$ cat src/lz77wc_pkg.sv
// shared types, widths and constants for the lz77 window copy decoder
package lz77wc_pkg;

    localparam int HISTORY_DEPTH_DEF = 4096;
    localparam int SYMBOL_BITS_DEF   = 16;
    localparam int MAX_RUN_DEF       = 63;

    localparam int SYM_FIELD_W = 16;
    localparam int POS_W       = 32;
    localparam int OFFSET_W    = 12;
    localparam int RUN_W       = 6;
    localparam int WIDTH_W     = 12;
    // distance from window start to write position never exceeds 4095 + 1 + 63
    localparam int SPAN_W      = 13;
    localparam int LAG_W       = SPAN_W + 1;

    localparam int PADDR_W = 3;
    localparam int PDATA_W = 32;

    localparam logic [PADDR_W-3:0] REG_LAG_LIMIT   = 1'b0;
    localparam logic [WIDTH_W-1:0] LAG_LIMIT_RESET = 12'hFFF;

    typedef struct packed {
        logic                   frame_start;
        logic [OFFSET_W-1:0]    offset_from_window;
        logic [RUN_W-1:0]       run_length;
        logic [SYM_FIELD_W-1:0] literal_symbol;
    } item_t;

    typedef struct packed {
        logic [SYM_FIELD_W-1:0] symbol;
        logic [POS_W-1:0]       position;
        logic                   is_literal;
        logic                   last_of_item;
        logic                   bad_reference;
    } result_t;

    typedef struct packed {
        logic [POS_W-1:0]       pos;
        logic                   is_literal;
        logic                   last;
        logic                   bad;
        logic                   fwd;
        logic [SYM_FIELD_W-1:0] lit_sym;
    } issue_t;

    typedef enum logic [1:0] {
        S_IDLE = 2'b01,
        S_RUN  = 2'b10
    } seq_state_t;

endpackage

$ cat src/lz77wc_emit.sv
// emit stage: picks the symbol, writes it back to history, holds the result register
module lz77wc_emit import lz77wc_pkg::*; #(
    parameter int DEPTH = HISTORY_DEPTH_DEF,
    parameter int SYM_W = SYMBOL_BITS_DEF,
    localparam int AW   = $clog2(DEPTH)
) (
    input  logic             clk,
    input  logic             rst_n,
    input  logic             issue_valid,
    input  issue_t           issue,
    output logic             b_ready,
    input  logic [SYM_W-1:0] rdata,
    output logic             we,
    output logic [AW-1:0]    waddr,
    output logic [SYM_W-1:0] wdata,
    output logic             result_valid,
    input  logic             result_ready,
    output result_t          result_data
);

    logic             b_valid_reg;
    issue_t           b_reg;
    logic [SYM_W-1:0] last_sym_reg;
    logic             out_valid_reg;
    result_t          out_reg;

    logic             free;
    logic             advance;
    logic [SYM_W-1:0] sym_now;

    assign free    = !out_valid_reg || result_ready;
    assign advance = b_valid_reg && free;
    assign b_ready = !b_valid_reg || advance;

    always_comb
    begin
        if (b_reg.is_literal)
        begin
            sym_now = b_reg.lit_sym[SYM_W-1:0];
        end
        else if (b_reg.bad)
        begin
            sym_now = '0;
        end
        else if (b_reg.fwd)
        begin
            sym_now = last_sym_reg;
        end
        else
        begin
            sym_now = rdata;
        end
    end

    assign we    = advance;
    assign waddr = b_reg.pos[AW-1:0];
    assign wdata = sym_now;

    always_ff @(posedge clk or negedge rst_n)
    begin
        if (!rst_n)
        begin
            b_valid_reg   <= 1'b0;
            out_valid_reg <= 1'b0;
        end
        else
        begin
            if (issue_valid)
            begin
                b_valid_reg <= 1'b1;
            end
            else if (advance)
            begin
                b_valid_reg <= 1'b0;
            end
            if (advance)
            begin
                out_valid_reg <= 1'b1;
            end
            else if (result_ready)
            begin
                out_valid_reg <= 1'b0;
            end
        end
    end

    always_ff @(posedge clk)
    begin
        if (issue_valid)
        begin
            b_reg <= issue;
        end
        if (advance)
        begin
            last_sym_reg          <= sym_now;
            out_reg.symbol        <= SYM_FIELD_W'(sym_now);
            out_reg.position      <= b_reg.pos;
            out_reg.is_literal    <= b_reg.is_literal;
            out_reg.last_of_item  <= b_reg.last;
            out_reg.bad_reference <= b_reg.bad;
        end
    end

    assign result_valid = out_valid_reg;
    assign result_data  = out_reg;

endmodule

$ cat config.mk
export PLATFORM = sky130hd
export DESIGN_NAME = lz77wc_emit
export DESIGN_NICKNAME = d
export VERILOG_FILES = /design/src/lz77wc_pkg.sv /design/src/lz77wc_emit.sv
export SDC_FILE = /design/constraint.sdc
export NUM_CORES = 1
export LEC_CHECK = 0
export BUFFER_PORTS_ARGS = -buffer_cell sky130_fd_sc_hd__buf_2
export CORE_AREA = 2 2 87 152
export DETAILED_ROUTE_END_ITERATION = 10
export DIE_AREA = 0 0 89 154
export PLACE_DENSITY_LB_ADDON = 0.3
export SLEW_MARGIN = 5
export SYNTH_ARGS = -nofsm -noshare
export SYNTH_HDL_FRONTEND = slang
export SYNTH_SLANG_ARGS = --single-unit
$ cat constraint.sdc
create_clock -name clk -period 6.4 [get_ports clk]
set_clock_uncertainty 0.1 [all_clocks]
set_input_delay 0.96 -clock clk [delete_from_list [all_inputs] [get_ports clk]]
set_output_delay 0.96 -clock clk [all_outputs]
set_load 0.05 [all_outputs]
==> qor.log <==
INFO  cells_and_area share_of_cells_above_drive_strength_1=0.5498
INFO  critical_path  reg2reg_to=result_data[50]
INFO  global_routing antenna_found_initial=1
INFO  clock_network  cts_tree=built
INFO  timing         rsz0062_at_grt=no
INFO  synth          ys_warn_count=0
INFO  floorplanning  floorplan.initialDensity=0.2957
INFO  global_routing first_global_vias=2225
INFO  global_routing grt_start_max_net_pins=54
INFO  critical_path  r2r_slack=4.30ns
INFO  synth          synth-compound-area-share=0.03404
INFO  synth          post_synth_and_or_nand_nor_area_fraction=0.02587
INFO  clock_network  clk-insertion-delay-late=0.34ns
INFO  routing        routed-via-count=2031
INFO  timing         post-route-period-util=0.5267
INFO  synth          syn-cell-area=3676squm
INFO  floorplanning  chip_width=89microns
INFO  place          gp_congestion=0.7394
INFO  synth          synth.ff_latch_count=105
INFO  routing        drc_errors=0
INFO  pwr            design_power_total=1.732mW
INFO  pwr            ir_drop=137.5uV
INFO  synth          synth_area_in_adders=0
INFO  clock_network  cts.reportedPaths.clkPinSlew=0.07ns
INFO  global_routing globalRoute.totalOverflow=0
INFO  floorplanning  die_h=154microns
INFO  synth          synth_top_family_by_area=multiplexers
INFO  clock_network  clock_tree.buffer_depth=2
INFO  critical_path  critPathArrivalTime=2.31ns
INFO  routing        vias_per_cell=4.062
INFO  synth          synth_sequential_area_ratio=0.8550
INFO  timing         timing.final.max_slew_violations=0
INFO  place          place.detailed.hpwl=5716microns
INFO  synth          synth.net_count=250
INFO  synth          synth_cells=178
INFO  pwr            cellLeakagePower=1.989nW
INFO  routing        wire_length_per_cell_after_detailed_routing=15.76microns
INFO  synth          post_synth_num_cell_types=16
INFO  synth          synth.mux.area_fraction=0.04357
INFO  timing         finalSetupTns=0ns
INFO  timing         timing.final.setup_violations=0
INFO  timing         layout_min_cycle_time=3.371ns
INFO  clock_network  numClockSinks=105
INFO  place          port_buffers=153
INFO  cells_and_area final_core_utilization=0.3895
INFO  critical_path  crit_type=register to output pin
INFO  synth          area_fraction_of_the_dominant_cell_type_after_synthesis=0.8414
INFO  cells_and_area largest_register_ffs=51
INFO  critical_path  setup.worst_path.start_class=register
INFO  synth          area_contributors_post_synth=sky130_fd_sc_hd__edfxtp_1 (84%), sky130_fd_sc_hd__mux2i_1 (4.4%), sky130_fd_sc_hd__buf_4 (2.5%)
INFO  routing        post_route_wl=7881microns
INFO  clock_network  cts_hold_buffers=0
INFO  cells_and_area flow.area_growth_from_synthesis=31.72%
INFO  clock_network  cts_made_buffers=9
INFO  critical_path  worst-r2r-cell-count=2
INFO  floorplanning  io_pins=154
INFO  cells_and_area nNetsFinal=398
INFO  timing         worst-slew-pin-transition=0.9080ns
INFO  critical_path  end_kind=output pin
INFO  timing         max_freq=296.7MHz
INFO  synth          synth_area_leader_cell=sky130_fd_sc_hd__edfxtp_1
INFO  global_routing grt_first_pass_wirelength=11550microns
INFO  floorplanning  row_count=54
INFO  critical_path  startpoint_of_the_worst_slack_reg_to_reg_timing_path=b_reg[19]
INFO  timing         report.final.hold_viol_count=0
INFO  routing        antenna_left=0
INFO  timing         relSlewSlack=0.3947
INFO  critical_path  crit_fanout=18
INFO  clock_network  htree_num_levels=3
INFO  status         status=finished clean
INFO  global_routing track_usage=0.1167
INFO  job            max_cap_viol_count=0
INFO  clock_network  cts_resized=0
INFO  critical_path  crit_required=5.34ns
INFO  floorplanning  dieArea=13710squm
INFO  hold_path      hold_class=primary input to async pin
INFO  routing        drt_first_iter_violations=97
INFO  pwr            power_density=357.7nW/um^2
INFO  clock_network  clock_tree.root_cell=sky130_fd_sc_hd__clkbuf_16
INFO  synth          synth-xor-area-share=0
INFO  floorplanning  core_area=12430squm
INFO  clock_network  post-cts-setup-buffer-count=0
INFO  synth          syn-mean-instance-area=20.65squm
INFO  routing        drt_first_pass_iters=4
-- area by class of cell --
type | count | area (sq um)
clock buffers | 9 | 225.2
well taps | 168 | 210.2
diodes | 1 | 2.502
clock inverters | 7 | 98.84
flip-flops and latches | 105 | 3143
multi-input cells | 55 | 381.6
fillers | 1230 | 7590
repair buffers | 155 | 780.7
-- logic make-up (layout without fill, tap and decap cells) --
group	Yosys count	count (layout)
buffers and inverters	18	171
AOI/OAI and AO/OA	17	17
DFF	105	105
other	0	1
and+or+nand+nor	22	22
muxes	16	16
-- synth_stat cells --
cell and count:
sky130_fd_sc_hd__nand2_1 17, sky130_fd_sc_hd__dfrtp_1 2, sky130_fd_sc_hd__buf_12 1, sky130_fd_sc_hd__nor2b_1 1, sky130_fd_sc_hd__clkbuf_1 1, sky130_fd_sc_hd__buf_6 3
sky130_fd_sc_hd__buf_4 12, sky130_fd_sc_hd__a21o_1 1, sky130_fd_sc_hd__mux2i_1 16, sky130_fd_sc_hd__and2_1 1, sky130_fd_sc_hd__buf_2 1, sky130_fd_sc_hd__nand2b_1 2
sky130_fd_sc_hd__or2_1 1, sky130_fd_sc_hd__o21ai_0 6, sky130_fd_sc_hd__o21ai_2 10, sky130_fd_sc_hd__edfxtp_1 103
-- metrics by stage --
step | cell area (sq um) | instances | worst slack, ns | hold WS [ns]
4_1_cts | 4840 | 499 | 2.957 | 0.2759
5_1_grt | 4842 | 500 | 2.760 | 0.2804
2_1_floorplan | 3676 | 178 | 2.710 | 0.3003
6_report | 4842 | 500 | 3.029 | 0.2941
3_5_place_dp | 4516 | 483 | 3.335 | 0.3045
3_3_place_gp | 4516 | 483 | 3.424 | 0.3008
-- layout by cell type (no fill, tap or decap), types with 2 or more instances in the layout --
cell	Yosys	final
sky130_fd_sc_hd__nand2b_1	2	2
sky130_fd_sc_hd__buf_2	1	153
sky130_fd_sc_hd__nand2_1	17	17
sky130_fd_sc_hd__inv_6	0	3
sky130_fd_sc_hd__edfxtp_1	103	103
sky130_fd_sc_hd__buf_4	12	2
sky130_fd_sc_hd__mux2i_1	16	16
sky130_fd_sc_hd__bufinv_16	0	2
sky130_fd_sc_hd__dfrtp_1	2	2
sky130_fd_sc_hd__o21ai_2	10	10
sky130_fd_sc_hd__o21ai_0	6	6
sky130_fd_sc_hd__clkbuf_16	0	9
-- power by group --
| group | internal (mW) | leakage, nW | switching [mW] |
|---|---|---|---|
| Clock | 0.346 | 0.157 | 0.245 |
| Combinational | 0.0617 | 0.809 | 0.229 |
| Sequential | 0.825 | 1.02 | 0.0237 |
| Total | 1.23 | 1.99 | 0.498 |
-- worst max path at each step --
stage	startpoint	to	slack, ns
2_1_floorplan	result_ready	we	2.71
3_3_place_gp	b_reg[19]	wdata[0]	3.42
3_5_place_dp	b_reg[19]	wdata[15]	3.33
4_1_cts	b_reg[19]	wdata[15]	2.96
5_1_grt	b_reg[19]	wdata[3]	2.76
6_report	b_reg[19]	wdata[15]	3.03
-- layer usage --
layer / GRT usage / share of wire
met1: 0.1121 / 0.34
met3: 0.02845 / 0.063
met4: 0.07747 / 0.034
met2: 0.2100 / 0.57
met5: 0 / 0
-- worst max-delay path, cell delays in order (launching register included) --
cell	delay, ns
sky130_fd_sc_hd__edfxtp_1	0.71
sky130_fd_sc_hd__or2_1	0.69
sky130_fd_sc_hd__o21ai_0	0.29
sky130_fd_sc_hd__buf_2	0.28
Power figures use the tool's default switching activity.
