**config.mk**
```make
export PLATFORM = sky130hd
export DESIGN_NAME = lz77wc_seq
export DESIGN_NICKNAME = d
export VERILOG_FILES = /design/src/lz77wc_pkg.sv /design/src/lz77wc_seq.sv
export SDC_FILE = /design/constraint.sdc
export NUM_CORES = 1
export LEC_CHECK = 0
export BUFFER_PORTS_ARGS = -buffer_cell sky130_fd_sc_hd__buf_2
export CAP_MARGIN = 15
export CORE_ASPECT_RATIO = 0.9
export CORE_MARGIN = 2
export CORE_UTILIZATION = 55
export DETAILED_ROUTE_END_ITERATION = 16
export GPL_ROUTABILITY_DRIVEN = 0
export GPL_TIMING_DRIVEN = 0
export PLACE_DENSITY = 0.85
export SETUP_SLACK_MARGIN = 0.02
export SLEW_MARGIN = 40
export SYNTH_ARGS = -nofsm -noshare
export SYNTH_HDL_FRONTEND = slang
export SYNTH_SLANG_ARGS = --single-unit
export TNS_END_PERCENT = 30
```
**constraint.sdc**
```tcl
create_clock -name clk -period 6.7 [get_ports clk]
set_input_delay 0.67 -clock clk [delete_from_list [all_inputs] [get_ports clk]]
set_output_delay 0.67 -clock clk [all_outputs]
set_load 0.01 [all_outputs]
```
**src/lz77wc_pkg.sv**
```systemverilog
// shared types, widths and constants for the lz77 window copy decoder
package lz77wc_pkg;

    localparam int HISTORY_DEPTH_DEF = 4096;
    localparam int SYMBOL_BITS_DEF   = 16;
    localparam int MAX_RUN_DEF       = 63;

    localparam int SYM_FIELD_W = 16;
    localparam int POS_W       = 32;
    localparam int OFFSET_W    = 12;
    localparam int RUN_W       = 6;
    localparam int WIDTH_W     = 12;
    // distance from window start to write position never exceeds 4095 + 1 + 63
    localparam int SPAN_W      = 13;
    localparam int LAG_W       = SPAN_W + 1;

    localparam int PADDR_W = 3;
    localparam int PDATA_W = 32;

    localparam logic [PADDR_W-3:0] REG_LAG_LIMIT   = 1'b0;
    localparam logic [WIDTH_W-1:0] LAG_LIMIT_RESET = 12'hFFF;

    typedef struct packed {
        logic                   frame_start;
        logic [OFFSET_W-1:0]    offset_from_window;
        logic [RUN_W-1:0]       run_length;
        logic [SYM_FIELD_W-1:0] literal_symbol;
    } item_t;

    typedef struct packed {
        logic [SYM_FIELD_W-1:0] symbol;
        logic [POS_W-1:0]       position;
        logic                   is_literal;
        logic                   last_of_item;
        logic                   bad_reference;
    } result_t;

    typedef struct packed {
        logic [POS_W-1:0]       pos;
        logic                   is_literal;
        logic                   last;
        logic                   bad;
        logic                   fwd;
        logic [SYM_FIELD_W-1:0] lit_sym;
    } issue_t;

    typedef enum logic [1:0] {
        S_IDLE = 2'b01,
        S_RUN  = 2'b10
    } seq_state_t;

endpackage

```
**src/lz77wc_seq.sv**
```systemverilog
// sequencer: takes a triplet, walks the copy run and the literal, issues history reads
module lz77wc_seq import lz77wc_pkg::*; #(
    parameter int DEPTH   = HISTORY_DEPTH_DEF,
    parameter int MAX_RUN = MAX_RUN_DEF,
    localparam int AW     = $clog2(DEPTH)
) (
    input  logic               clk,
    input  logic               rst_n,
    input  logic               item_valid,
    output logic               item_ready,
    input  item_t              item,
    input  logic [WIDTH_W-1:0] lag_limit,
    input  logic               b_ready,
    output logic               issue_valid,
    output issue_t             issue,
    output logic               re,
    output logic [AW-1:0]      raddr
);

    localparam logic [POS_W-1:0] DEPTH_W   = POS_W'(DEPTH);
    localparam logic [RUN_W-1:0] MAX_RUN_C = RUN_W'(MAX_RUN);

    seq_state_t             state_reg, state_next;
    logic [POS_W-1:0]       wp_reg, wp_next;
    logic [SPAN_W-1:0]      span_reg, span_next;
    logic [RUN_W-1:0]       cnt_reg, cnt_next;
    logic [AW-1:0]          src_reg, src_next;
    logic                   bad_reg, bad_next;
    logic                   fwd_reg, fwd_next;
    logic [SYM_FIELD_W-1:0] lit_reg, lit_next;

    logic                   accept;
    logic                   fire;
    logic                   fire_lit;
    logic [POS_W-1:0]       wp0;
    logic [SPAN_W-1:0]      span0;
    logic [LAG_W-1:0]       lag;
    logic                   lag_ok;

    assign item_ready = (state_reg == S_IDLE);
    assign accept     = item_valid && item_ready;
    assign fire       = (state_reg == S_RUN) && b_ready;
    assign fire_lit   = (cnt_reg == '0);

    assign wp0    = item.frame_start ? '0 : wp_reg;
    assign span0  = item.frame_start ? '0 : span_reg;
    assign lag    = {1'b0, span0} - LAG_W'(item.offset_from_window);
    assign lag_ok = !lag[LAG_W-1] && (lag != '0) && (POS_W'(lag) <= DEPTH_W);

    always_comb
    begin
        state_next = state_reg;
        wp_next    = wp_reg;
        span_next  = span_reg;
        cnt_next   = cnt_reg;
        src_next   = src_reg;
        bad_next   = bad_reg;
        fwd_next   = fwd_reg;
        lit_next   = lit_reg;
        unique case (state_reg)
            S_IDLE:
            begin
                if (accept)
                begin
                    state_next = S_RUN;
                    wp_next    = wp0;
                    span_next  = span0;
                    cnt_next   = (item.run_length > MAX_RUN_C) ? MAX_RUN_C : item.run_length;
                    src_next   = wp0[AW-1:0] - AW'(lag);
                    bad_next   = !lag_ok;
                    fwd_next   = (lag == LAG_W'(1));
                    lit_next   = item.literal_symbol;
                end
            end
            S_RUN:
            begin
                if (fire)
                begin
                    wp_next = wp_reg + POS_W'(1);
                    if (fire_lit)
                    begin
                        state_next = S_IDLE;
                        if (span_reg > SPAN_W'(lag_limit))
                        begin
                            span_next = SPAN_W'(lag_limit) + SPAN_W'(1);
                        end
                        else
                        begin
                            span_next = span_reg + SPAN_W'(1);
                        end
                    end
                    else
                    begin
                        cnt_next  = cnt_reg - RUN_W'(1);
                        src_next  = src_reg + AW'(1);
                        span_next = span_reg + SPAN_W'(1);
                    end
                end
            end
            default:
            begin
                state_next = S_IDLE;
            end
        endcase
    end

    always_ff @(posedge clk or negedge rst_n)
    begin
        if (!rst_n)
        begin
            state_reg <= S_IDLE;
            wp_reg    <= '0;
            span_reg  <= '0;
            cnt_reg   <= '0;
        end
        else
        begin
            state_reg <= state_next;
            wp_reg    <= wp_next;
            span_reg  <= span_next;
            cnt_reg   <= cnt_next;
        end
    end

    always_ff @(posedge clk)
    begin
        src_reg <= src_next;
        bad_reg <= bad_next;
        fwd_reg <= fwd_next;
        lit_reg <= lit_next;
    end

    assign issue_valid      = fire;
    assign issue.pos        = wp_reg;
    assign issue.is_literal = fire_lit;
    assign issue.last       = fire_lit;
    assign issue.bad        = bad_reg && !fire_lit;
    assign issue.fwd        = fwd_reg;
    assign issue.lit_sym    = lit_reg;

    assign re    = fire && !fire_lit;
    assign raddr = src_reg;

endmodule

```
==> impl_metrics.env, run 1 <==
export IMPL_synth_top_family_by_area="simple AND/OR/NAND/NOR gates"
export IMPL_cts_reportedPaths_clkPinSlew_ns=0.06
export IMPL_post_route_cells_drive_above_1_share_pct=19.6
export IMPL_ir_worst_vdd_mv=0.138
export IMPL_total_count_of_hold_check_failures_in_the_final_report=0
export IMPL_area_fraction_in_and_or_nand_and_nor_cells_after_synthesis_pct=23.2
export IMPL_cp_num_cells=18
export IMPL_largest_reg_flops=32
export IMPL_tritoncts="done"
export IMPL_worst_hold_path_type="primary input to asynchronous set/reset pin"
export IMPL_worst_pin_slew_ns=0.692
export IMPL_period_needed_ns=5.09
export IMPL_rsz_0062_raised_after_global_routing="false"
export IMPL_xor_and_xnor_fraction_of_the_mapped_netlist_area_pct=8.64
export IMPL_leak_pwr_nw=3.26
export IMPL_routed_via_count=5459
export IMPL_grt_max_degree=54
export IMPL_fraction_of_the_core_area_covered_by_cells_at_the_end_of_the_flow_pct=65.6
export IMPL_placed_cells=939
export IMPL_required_ns=6.79
export IMPL_layout_common_cells="buf_2, nor2_1, nand2_1, dfrtp_1"
export IMPL_count_of_state_elements_after_synthesis=83
export IMPL_drcViolationCount=0
export IMPL_quantity_of_i_o_buffers_inserted_on_ports=117
export IMPL_crit_family="compound AO/OA/AOI/OAI gates"
export IMPL_ios=118
export IMPL_slowest_delay_ns=0.58
export IMPL_path_cells="buf_2 -> buf_2 -> clkbuf_1 -> clkbuf_1 -> nor2b_1 -> ha_1 -> a21o_1 -> a21oi_1 -> xor2_1 -> ha_1 -> a21boi_0 -> o41ai_1 -> a21oi_1 -> nor2_2 -> a211oi_1 -> or4b_1 -> and3_1 -> o31a_1"
export IMPL_number_of_buffers_on_the_longest_clock_path=2
export IMPL_worstReg2RegEnd="raddr[9]"
export IMPL_worstSetupStartpointType="primary input"
export IMPL_route_detailed_vias_per_inst=5.72
export IMPL_grt_use_met3_pct=5.53
export IMPL_grt_busiest_layer="met2"
export IMPL_numCtsBuffers=9
export IMPL_flow_area_growth_from_synthesis_pct=17.5
export IMPL_worst_skew_pair_late_latency_ns=0.34
export IMPL_cts_hold_buffers=0
export IMPL_synth_area_mux_share_pct=0.837
export IMPL_outcome="complete, no violations"
export IMPL_pre_cts_ws_ns=1.29
export IMPL_ys_flop_type="dfrtp_1"
export IMPL_gr_usage_met1_pct=35.1
export IMPL_rows=36
export IMPL_post_synth_edffs=30
export IMPL_met2_usage_pct=42.2
export IMPL_crit_path_start="item[34]"
export IMPL_postLayoutSetupSlackWorst_ns=1.61
export IMPL_synth_adder_area_share_pct=8.93
export IMPL_synth_cell_types=72
export IMPL_ys_async_sr_fraction_pct=63.9
export IMPL_wirelength_um=14700
export IMPL_r2r_start="span_reg[1]"
export IMPL_htreeDepth=3
export IMPL_post_cts_resize_count=0
export IMPL_synthesis_area_per_instance_um2=8.68
export IMPL_number_of_nets_in_the_finished_design=906
export IMPL_num_antenna_cells=0
export IMPL_maximum_capacitance_violations=0
export IMPL_die_width_um=114
export IMPL_drt_pre_antenna_iters=5
export IMPL_layout_commonest_cell="buf_2"
export IMPL_globalRouteOverflowTotal=0
export IMPL_fmaxAchievable_ghz=0.196
export IMPL_total_power_mw=1.78
export IMPL_report_final_setup_viol=0
export IMPL_detailedPlacementHpwl_um=11200
export IMPL_cp_max_fo=10
export IMPL_crit_end="raddr[9]"
export IMPL_post_cts_repair_setup_buffers=0
export IMPL_cp_data_arrival_time_ns=5.19
export IMPL_synthesis_yosys_warnings=0
export IMPL_r2r_slack_ns=2.37
export IMPL_stdcell_count=955
export IMPL_final_max_slew_viol_count=0
export IMPL_synth_cell_area_um2=5980
export IMPL_netlist_instances=689
export IMPL_grt_antenna_before_repair=0
export IMPL_maxSlewHeadroom_pct=53.6
export IMPL_final_hold_worst_slack_ns=0.362
export IMPL_clock_tree_root="clkbuf_16"
export IMPL_drt_first_iter_violations=412
export IMPL_final_min_period_over_clock_period_pct=76.0
export IMPL_synth_sequential_area_ratio_pct=37.3
export IMPL_routedWlPerCell_um=15.4
export IMPL_post_synthesis_net_count=778
export IMPL_die_ar_um2=11700
export IMPL_clock_skew_ns=0.00496
export IMPL_cp_end_kind="flop"
export IMPL_postPlaceCellArea_um2=6740
export IMPL_track_usage_pct=25.9
export IMPL_final_design_area_no_fill_um2=7030
export IMPL_power_per_cell_area_nw_per_um2=253
export IMPL_finalSetupTns_ns=0
export IMPL_effective_utilization_at_floorplan_pct=55.8
export IMPL_synth_compound_area_share_pct=16.2
export IMPL_first_global_vias=5039
export IMPL_core_um2=10700
export IMPL_combined_buffer_and_inverter_count_along_the_critical_path=4
export IMPL_number_of_clock_sinks=83
export IMPL_detail_route_antenna_nets=0
export IMPL_slowest_stage="or4b_1"
export IMPL_critPathKind="primary input to flop"
export IMPL_global_route_wire_length_before_repair_um=24200
export IMPL_die_h_um=103
export IMPL_worst_r2r_path_depth=17
## worst min-delay path by stage
stage | startpoint | slack (ns) | cells past startpoint | endpoint
6_report | rst_n | 0.36 | 1 | cnt_reg[5]
5_1_grt | rst_n | 0.42 | 1 | cnt_reg[5]
4_1_cts | rst_n | 0.39 | 1 | cnt_reg[5]
3_5_place_dp | span_reg[11] | 0.51 | 1 | span_reg[11]
3_3_place_gp | cnt_reg[1] | 0.50 | 2 | cnt_reg[1]
2_1_floorplan | rst_n | 0.37 | 0 | cnt_reg[0]
## per-layer routing
layer  part of all wire [%]  vias to the layer above
met5                      0                        -
met4                    1.6                        0
met3                    8.7                       24
met2                     45                      210
met1                     45                     2533
li1                       -                     2692
## kinds of logic after synthesis
logic type                 count (synthesis)
and+or+nand+nor                          285
AOI/OAI and AO/OA                        145
DFF                                       83
buffers and inverters                     70
xor gates and xnor gates                  59
adders and majority gates                 42
muxes                                      5
## layout make-up
class                           instances  area [um^2]
Sequential cell                        83         2230
Fill cell                             916         3690
Inverter                               47          176
Timing Repair Buffer                  117          588
Clock buffer                           12          256
Buffer                                 23          119
Tap cell                              133          166
Clock inverter                          4         23.8
Multi-Input combinational cell        536         3470
## power breakdown
group | leakage, nW | total [mW] | internal (mW) | switching, mW
Clock | 0.139 | 0.466 | 0.270 | 0.196
Sequential | 0.998 | 0.729 | 0.650 | 0.0792
Combinational | 2.13 | 0.581 | 0.227 | 0.354
## worst reg2reg max path: stages, from the launching register on
cell and delay, ns:
dfrtp_1 0.42, nor2b_1 0.30, ha_1 0.28, nor2b_1 0.15, o21ai_0 0.14, nand2b_1 0.09, xnor2_1 0.19, ha_1 0.30
o21a_1 0.13, o31ai_1 0.11, a21boi_0 0.17, o41ai_1 0.27, a21oi_1 0.14, nor2_2 0.30, a211oi_1 0.12, or4b_1 0.58
and3_1 0.19, o31a_1 0.23
## synthesized netlist by cell type, types with 3 or more instances
master	instances	share of area [%]
o31ai_1	3	0.38
mux2i_1	5	0.84
xor2_1	20	2.9
nand3_1	46	3.8
and3_1	19	2.0
inv_1	46	2.9
dfrtp_1	52	22
o21ai_0	39	3.3
nand3b_1	4	0.50
nand2_1	69	4.3
nor3_1	14	1.2
o211ai_1	5	0.63
ha_1	36	7.5
o2111ai_1	3	0.44
buf_4	4	0.50
nand4_1	7	0.73
o2bb2ai_1	6	0.88
nor2b_1	23	2.4
clkbuf_1	15	0.94
maj3_2	3	0.56
edfxtp_1	30	15
a21oi_1	31	2.6
o21a_1	7	0.88
a22o_1	4	0.59
and2_1	3	0.31
nor2_1	72	4.5
a31oi_1	5	0.52
a21o_1	10	1.3
nor4_1	7	0.73
a211oi_1	4	0.50
xnor2_1	39	5.7
or3_1	4	0.42
o22ai_1	7	0.73
(Power assumes the default switching activity.)
==> run 2, diff against run 1 <==
- clock period: 6.7 -> 4.8 ns (I/O delays scaled with it)
==> run 2 against run 1 <==
Power increased by 40%. Cell count unchanged. Clock skew decreased by 0.00076 ns. Sequential cell count unchanged. Design area increased by 0.25%. First-iteration DRC count decreased by 8.0%. Hold slack got worse by 0.19 ns. Highest routed layer unchanged.
==> impl_metrics.env, run 2 (synthesis gave the netlist of run 1 again) <==
export IMPL_outcome="complete, no violations"
export IMPL_tritoncts="done"
export IMPL_rows=36
export IMPL_routedWlPerCell_um=15.4
export IMPL_globalRouteOverflowTotal=0
export IMPL_largest_reg_flops=32
export IMPL_routed_via_count=5470
export IMPL_power_per_cell_area_nw_per_um2=352
export IMPL_pre_cts_ws_ns=-0.418
export IMPL_rsz_0062_raised_after_global_routing="false"
export IMPL_report_final_setup_viol=0
export IMPL_filler_cell_count=912
export IMPL_ios=118
export IMPL_crit_family="simple AND/OR/NAND/NOR gates"
export IMPL_htreeDepth=3
export IMPL_layout_commonest_cell="buf_2"
export IMPL_final_max_slew_viol_count=0
export IMPL_cp_max_fo=10
export IMPL_postLayoutSetupSlackWorst_ns=0.336
export IMPL_num_antenna_cells=0
export IMPL_period_needed_ns=4.46
export IMPL_grt_busiest_layer="met2"
export IMPL_track_usage_pct=25.9
export IMPL_fraction_of_the_core_area_covered_by_cells_at_the_end_of_the_flow_pct=65.7
export IMPL_detailedPlacementHpwl_um=11200
export IMPL_detail_route_antenna_nets=0
export IMPL_drt_pre_antenna_iters=6
export IMPL_maxSlewHeadroom_pct=52.5
export IMPL_gr_usage_met1_pct=35.1
export IMPL_maximum_capacitance_violations=0
export IMPL_post_cts_repair_setup_buffers=0
export IMPL_first_global_vias=5039
export IMPL_final_design_area_no_fill_um2=7050
export IMPL_worstSetupStartpointType="primary input"
export IMPL_timing_critical_path_mode_cell="inv_1"
export IMPL_postPlaceCellArea_um2=6740
export IMPL_required_ns=4.89
export IMPL_grt_use_met3_pct=5.53
export IMPL_numCtsBuffers=9
export IMPL_die_ar_um2=11700
export IMPL_quantity_of_i_o_buffers_inserted_on_ports=117
export IMPL_combined_buffer_and_inverter_count_along_the_critical_path=5
export IMPL_wirelength_um=14700
export IMPL_post_route_cells_drive_above_1_share_pct=20.1
export IMPL_effective_utilization_at_floorplan_pct=55.8
export IMPL_path_cells="buf_2 -> buf_2 -> inv_1 -> nand2_1 -> ha_1 -> inv_1 -> fa_1 -> inv_1 -> ha_1 -> nor2b_1 -> o31ai_1 -> a21boi_0 -> o41ai_2 -> a21oi_1 -> nor2_2 -> a211oi_1 -> or4b_1 -> and3_1 -> o31a_1"
export IMPL_worst_skew_pair_late_latency_ns=0.34
export IMPL_number_of_clock_sinks=83
export IMPL_met2_usage_pct=42.2
export IMPL_worst_pin_slew_ns=0.708
export IMPL_core_um2=10700
export IMPL_fmaxAchievable_ghz=0.224
export IMPL_ir_worst_vdd_mv=0.193
export IMPL_slowest_stage="or4b_1"
export IMPL_die_h_um=103
export IMPL_die_width_um=114
export IMPL_slowest_delay_ns=0.57
export IMPL_cp_data_arrival_time_ns=4.56
export IMPL_clock_tree_root="clkbuf_16"
export IMPL_number_of_nets_in_the_finished_design=906
export IMPL_cts_reportedPaths_clkPinSlew_ns=0.06
export IMPL_grt_max_degree=54
export IMPL_clock_skew_ns=0.00420
export IMPL_number_of_buffers_on_the_longest_clock_path=2
export IMPL_cp_end_kind="flop"
export IMPL_worst_hold_path_type="primary input to asynchronous set/reset pin"
export IMPL_flow_area_growth_from_synthesis_pct=17.8
export IMPL_grt_antenna_before_repair=0
export IMPL_critPathKind="primary input to flop"
export IMPL_route_detailed_vias_per_inst=5.73
export IMPL_final_min_period_over_clock_period_pct=93.0
export IMPL_layout_common_cells="buf_2, nor2_1, nand2_1, dfrtp_1"
export IMPL_drcViolationCount=0
export IMPL_global_route_wire_length_before_repair_um=24200
export IMPL_leak_pwr_nw=3.27
export IMPL_total_count_of_hold_check_failures_in_the_final_report=0
export IMPL_drt_first_iter_violations=379
-- run 2: per-layer routing --
layer | up-vias | routed length (um)
met4 | 0 | 248
met2 | 232 | 6600
met1 | 2526 | 6650
met3 | 24 | 1180
met5 | - | 0
li1 | 2688 | -
-- run 2: worst paths after layout --
check	slack [ns]	depth (start not counted)	end	startpoint
worst max-delay path	0.34	19	raddr[9]	item[34]
worst min-delay path	0.17	1	cnt_reg[5]	rst_n
worst max register to register	0.53	16	raddr[9]	span_reg[0]
worst min register to register	0.53	2	cnt_reg[1]	cnt_reg[1]
max in group asynchronous	4.16	1	span_reg[4]	rst_n
min in group clk	0.31	1	lit_reg[12]	item[12]
-- run 2: where the power goes --
group	internal, mW	switching (mW)	total (mW)
registers	0.908	0.110	1.02
logic	0.318	0.494	0.812
clock network	0.377	0.275	0.652
total	1.60	0.880	2.48
-- run 2: final cells by class --
class                           instances  area, um^2  area share (%)
Multi-Input combinational cell        536        3480            49.4
Sequential cell                        83        2230            31.6
Timing Repair Buffer                  117         588            8.35
Clock buffer                           12         256            3.64
Inverter                               47         176            2.50
Tap cell                              133         166            2.36
Buffer                                 23         126            1.79
Clock inverter                          4        23.8           0.337
-- run 2: repair_timing --
action,4_1_cts,5_1_grt
setup endpoints to repair,1,2
hold buffers,0,0
resized for setup,1,9
-- run 2: worst reg2reg max path, stage by stage (launching register included) --
cell	delay, ns
dfrtp_1	0.43
nand2_1	0.10
ha_1	0.16
inv_1	0.05
fa_1	0.47
inv_1	0.08
ha_1	0.28
nor2b_1	0.15
o31ai_1	0.34
a21boi_0	0.19
o41ai_2	0.22
a21oi_1	0.13
nor2_2	0.31
a211oi_1	0.12
or4b_1	0.57
and3_1	0.19
o31a_1	0.23
-- run 2: stage by stage --
step / instances / TNS [ns] / total power, mW / hold WS (ns)
6_report: 955 / 0 / 2.48 / 0.171
5_1_grt: 955 / 0 / 2.65 / 0.227
4_1_cts: 955 / 0 / 2.49 / 0.202
3_5_place_dp: 939 / -0.831 / 1.83 / 0.514
3_3_place_gp: 939 / -0.746 / 1.80 / 0.498
2_1_floorplan: 689 / 0 / 1.55 / 0.184
==> run 3, diff against run 2 <==
- CORE_UTILIZATION: 55 -> 51
- PLACE_DENSITY: 0.85 -> 0.83
- clock period: 4.8 -> 3.8 ns (I/O delays scaled with it)
==> run 3 against run 2 <==
Utilization down 1.2 points. Clock power up 37%. Critical path type is now flop to flop. Combinational power up 40%. Largest cell class unchanged. Global-route usage down 1.1 points. Highest routed layer unchanged. Sequential power up 25%. Critical path depth down 2. The run now ends with setup timing left.
==> impl_metrics.env, run 3 (synthesis gave the netlist of run 1 again) <==
export IMPL_postPlaceCellArea_um2=6810
export IMPL_total_count_of_hold_check_failures_in_the_final_report=0
export IMPL_die_h_um=107
export IMPL_cts_reportedPaths_clkPinSlew_ns=0.06
export IMPL_area_of_the_multi_input_gates_um2=3600
export IMPL_number_of_nets_in_the_finished_design=922
export IMPL_number_of_clock_sinks=83
export IMPL_routedWlPerCell_um=15.7
export IMPL_ios=118
export IMPL_globalRouteOverflowTotal=0
export IMPL_fmaxAchievable_ghz=0.246
export IMPL_stdcell_count=994
export IMPL_cp_data_arrival_time_ns=4.17
export IMPL_rows=37
export IMPL_outcome="finished with violations"
export IMPL_route_detailed_vias_per_inst=5.62
export IMPL_worstSetupStartpointType="flop"
export IMPL_track_usage_pct=24.8
export IMPL_worst_skew_pair_late_latency_ns=0.35
export IMPL_number_of_buffers_on_the_longest_clock_path=2
export IMPL_final_hold_worst_slack_ns=0.0668
export IMPL_period_needed_ns=4.07
export IMPL_die_ar_um2=12600
export IMPL_core_um2=11400
export IMPL_layout_common_cells="buf_2, nor2_1, nand2_1, dfrtp_1, nand3_1"
export IMPL_cts_hold_buffers=0
export IMPL_tritoncts="done"
export IMPL_htreeDepth=3
export IMPL_leak_pwr_nw=3.39
export IMPL_clock_skew_ns=0.00950
export IMPL_post_route_cells_drive_above_1_share_pct=24.2
export IMPL_maximum_capacitance_violations=0
export IMPL_flow_area_growth_from_synthesis_pct=23.4
export IMPL_global_route_wire_length_before_repair_um=25500
export IMPL_rsz_0062_raised_after_global_routing="true"
export IMPL_num_antenna_cells=0
export IMPL_maxSlewHeadroom_pct=53.5
export IMPL_layout_commonest_cell="buf_2"
export IMPL_report_final_setup_viol=4
export IMPL_final_min_period_over_clock_period_pct=107
export IMPL_cp_max_fo=3
export IMPL_final_max_slew_viol_count=0
export IMPL_failed_checks="setup timing"
export IMPL_detail_route_antenna_nets=0
export IMPL_wirelength_um=15600
export IMPL_ff_latch_area_um2=2230
export IMPL_effective_utilization_at_floorplan_pct=52.3
export IMPL_critPathKind="flop to flop"
export IMPL_grt_max_degree=54
export IMPL_postLayoutSetupSlackWorst_ns=-0.272
export IMPL_worst_hold_path_type="primary input to asynchronous set/reset pin"
export IMPL_total_power_mw=3.31
export IMPL_worst_pin_slew_ns=0.691
export IMPL_drcViolationCount=0
export IMPL_required_ns=3.89
export IMPL_ir_worst_vdd_mv=0.242
export IMPL_quantity_of_i_o_buffers_inserted_on_ports=117
export IMPL_final_design_area_no_fill_um2=7380
export IMPL_drt_pre_antenna_iters=7
export IMPL_placed_cells=962
export IMPL_drt_first_iter_violations=500
export IMPL_grt_antenna_before_repair=0
export IMPL_filler_cell_count=958
export IMPL_routed_via_count=5585
export IMPL_detailedPlacementHpwl_um=11200
export IMPL_pre_cts_ws_ns=-0.744
export IMPL_die_width_um=118
export IMPL_clock_tree_root="clkbuf_16"
export IMPL_power_per_cell_area_nw_per_um2=449
export IMPL_largest_reg_flops=32
export IMPL_first_global_vias=5336
export IMPL_numCtsBuffers=9
export IMPL_cp_end_kind="flop"
run 3: changes by cell type in the layout (fill, tap and decap cells not counted), sizes merged:
cell	change
clkbuf	-1
bufinv	+1
clkinv	-1
buf	+15
inv	+2
run 3: what timing repair did:
item | 4_1_cts | 5_1_grt
cloned | 0 | 0
setup buffers | 13 | 3
resized for setup | 19 | 9
pin swaps | 16 | 2
endpoints found under the setup margin | 4 | 5
run 3: layer usage:
layer	track usage, %	vias up	routed length (um)
met4	7.57	0	340
li1	-	2721	-
met5	0	-	0
met3	5.64	32	1180
met1	32.7	2607	6820
met2	40.9	225	7280
run 3: path summary, 6_finish.rpt:
check                            start            to  slack (ns)  cells after the start
min reg2reg                 cnt_reg[1]    cnt_reg[1]        0.53                      2
min                              rst_n  state_reg[1]        0.07                      1
max                        span_reg[0]      raddr[9]       -0.27                     17
max in group asynchronous        rst_n     wp_reg[7]        3.25                      1
max reg2reg                span_reg[0]      raddr[9]       -0.27                     17
min in group clk              item[15]   lit_reg[15]        0.20                      1
run 3: power breakdown:
part	total (mW)	leakage [nW]	internal, mW	switching [mW]
sequential	1.27	0.998	1.15	0.128
clock	0.896	0.144	0.518	0.379
combinational	1.14	2.25	0.472	0.673
run 3: area by class of cell:
class	instances	area share, %
clock inverters	6	0.983
well taps	156	2.64
clock buffers	10	3.10
flip-flops and latches	83	30.2
inverters	47	2.39
multi-input cells	536	48.8
repair buffers	133	9.64
plain buffers	23	2.27
run 3: stage by stage:
step | setup TNS, ns | utilization (%)
after detailed placement | -2.10 | 59.6
after global placement | -3.38 | 59.5
after global routing | -1.23 | 64.6
final | -0.680 | 64.6
after floorplan | -0.300 | -
after CTS | -0.340 | 64.0
run 3: critical path, cell delays in order, from the launching register on:
cell,delay (ns)
dfrtp_1,0.39
nand2_1,0.08
ha_2,0.20
inv_2,0.04
fa_2,0.36
a21o_1,0.21
a21oi_2,0.13
xor2_1,0.21
ha_1,0.30
nor2_2,0.15
a21oi_4,0.06
o211ai_1,0.11
o211ai_2,0.17
o311ai_1,0.31
nand3_1,0.12
or4b_4,0.56
and3_4,0.18
o31a_1,0.23
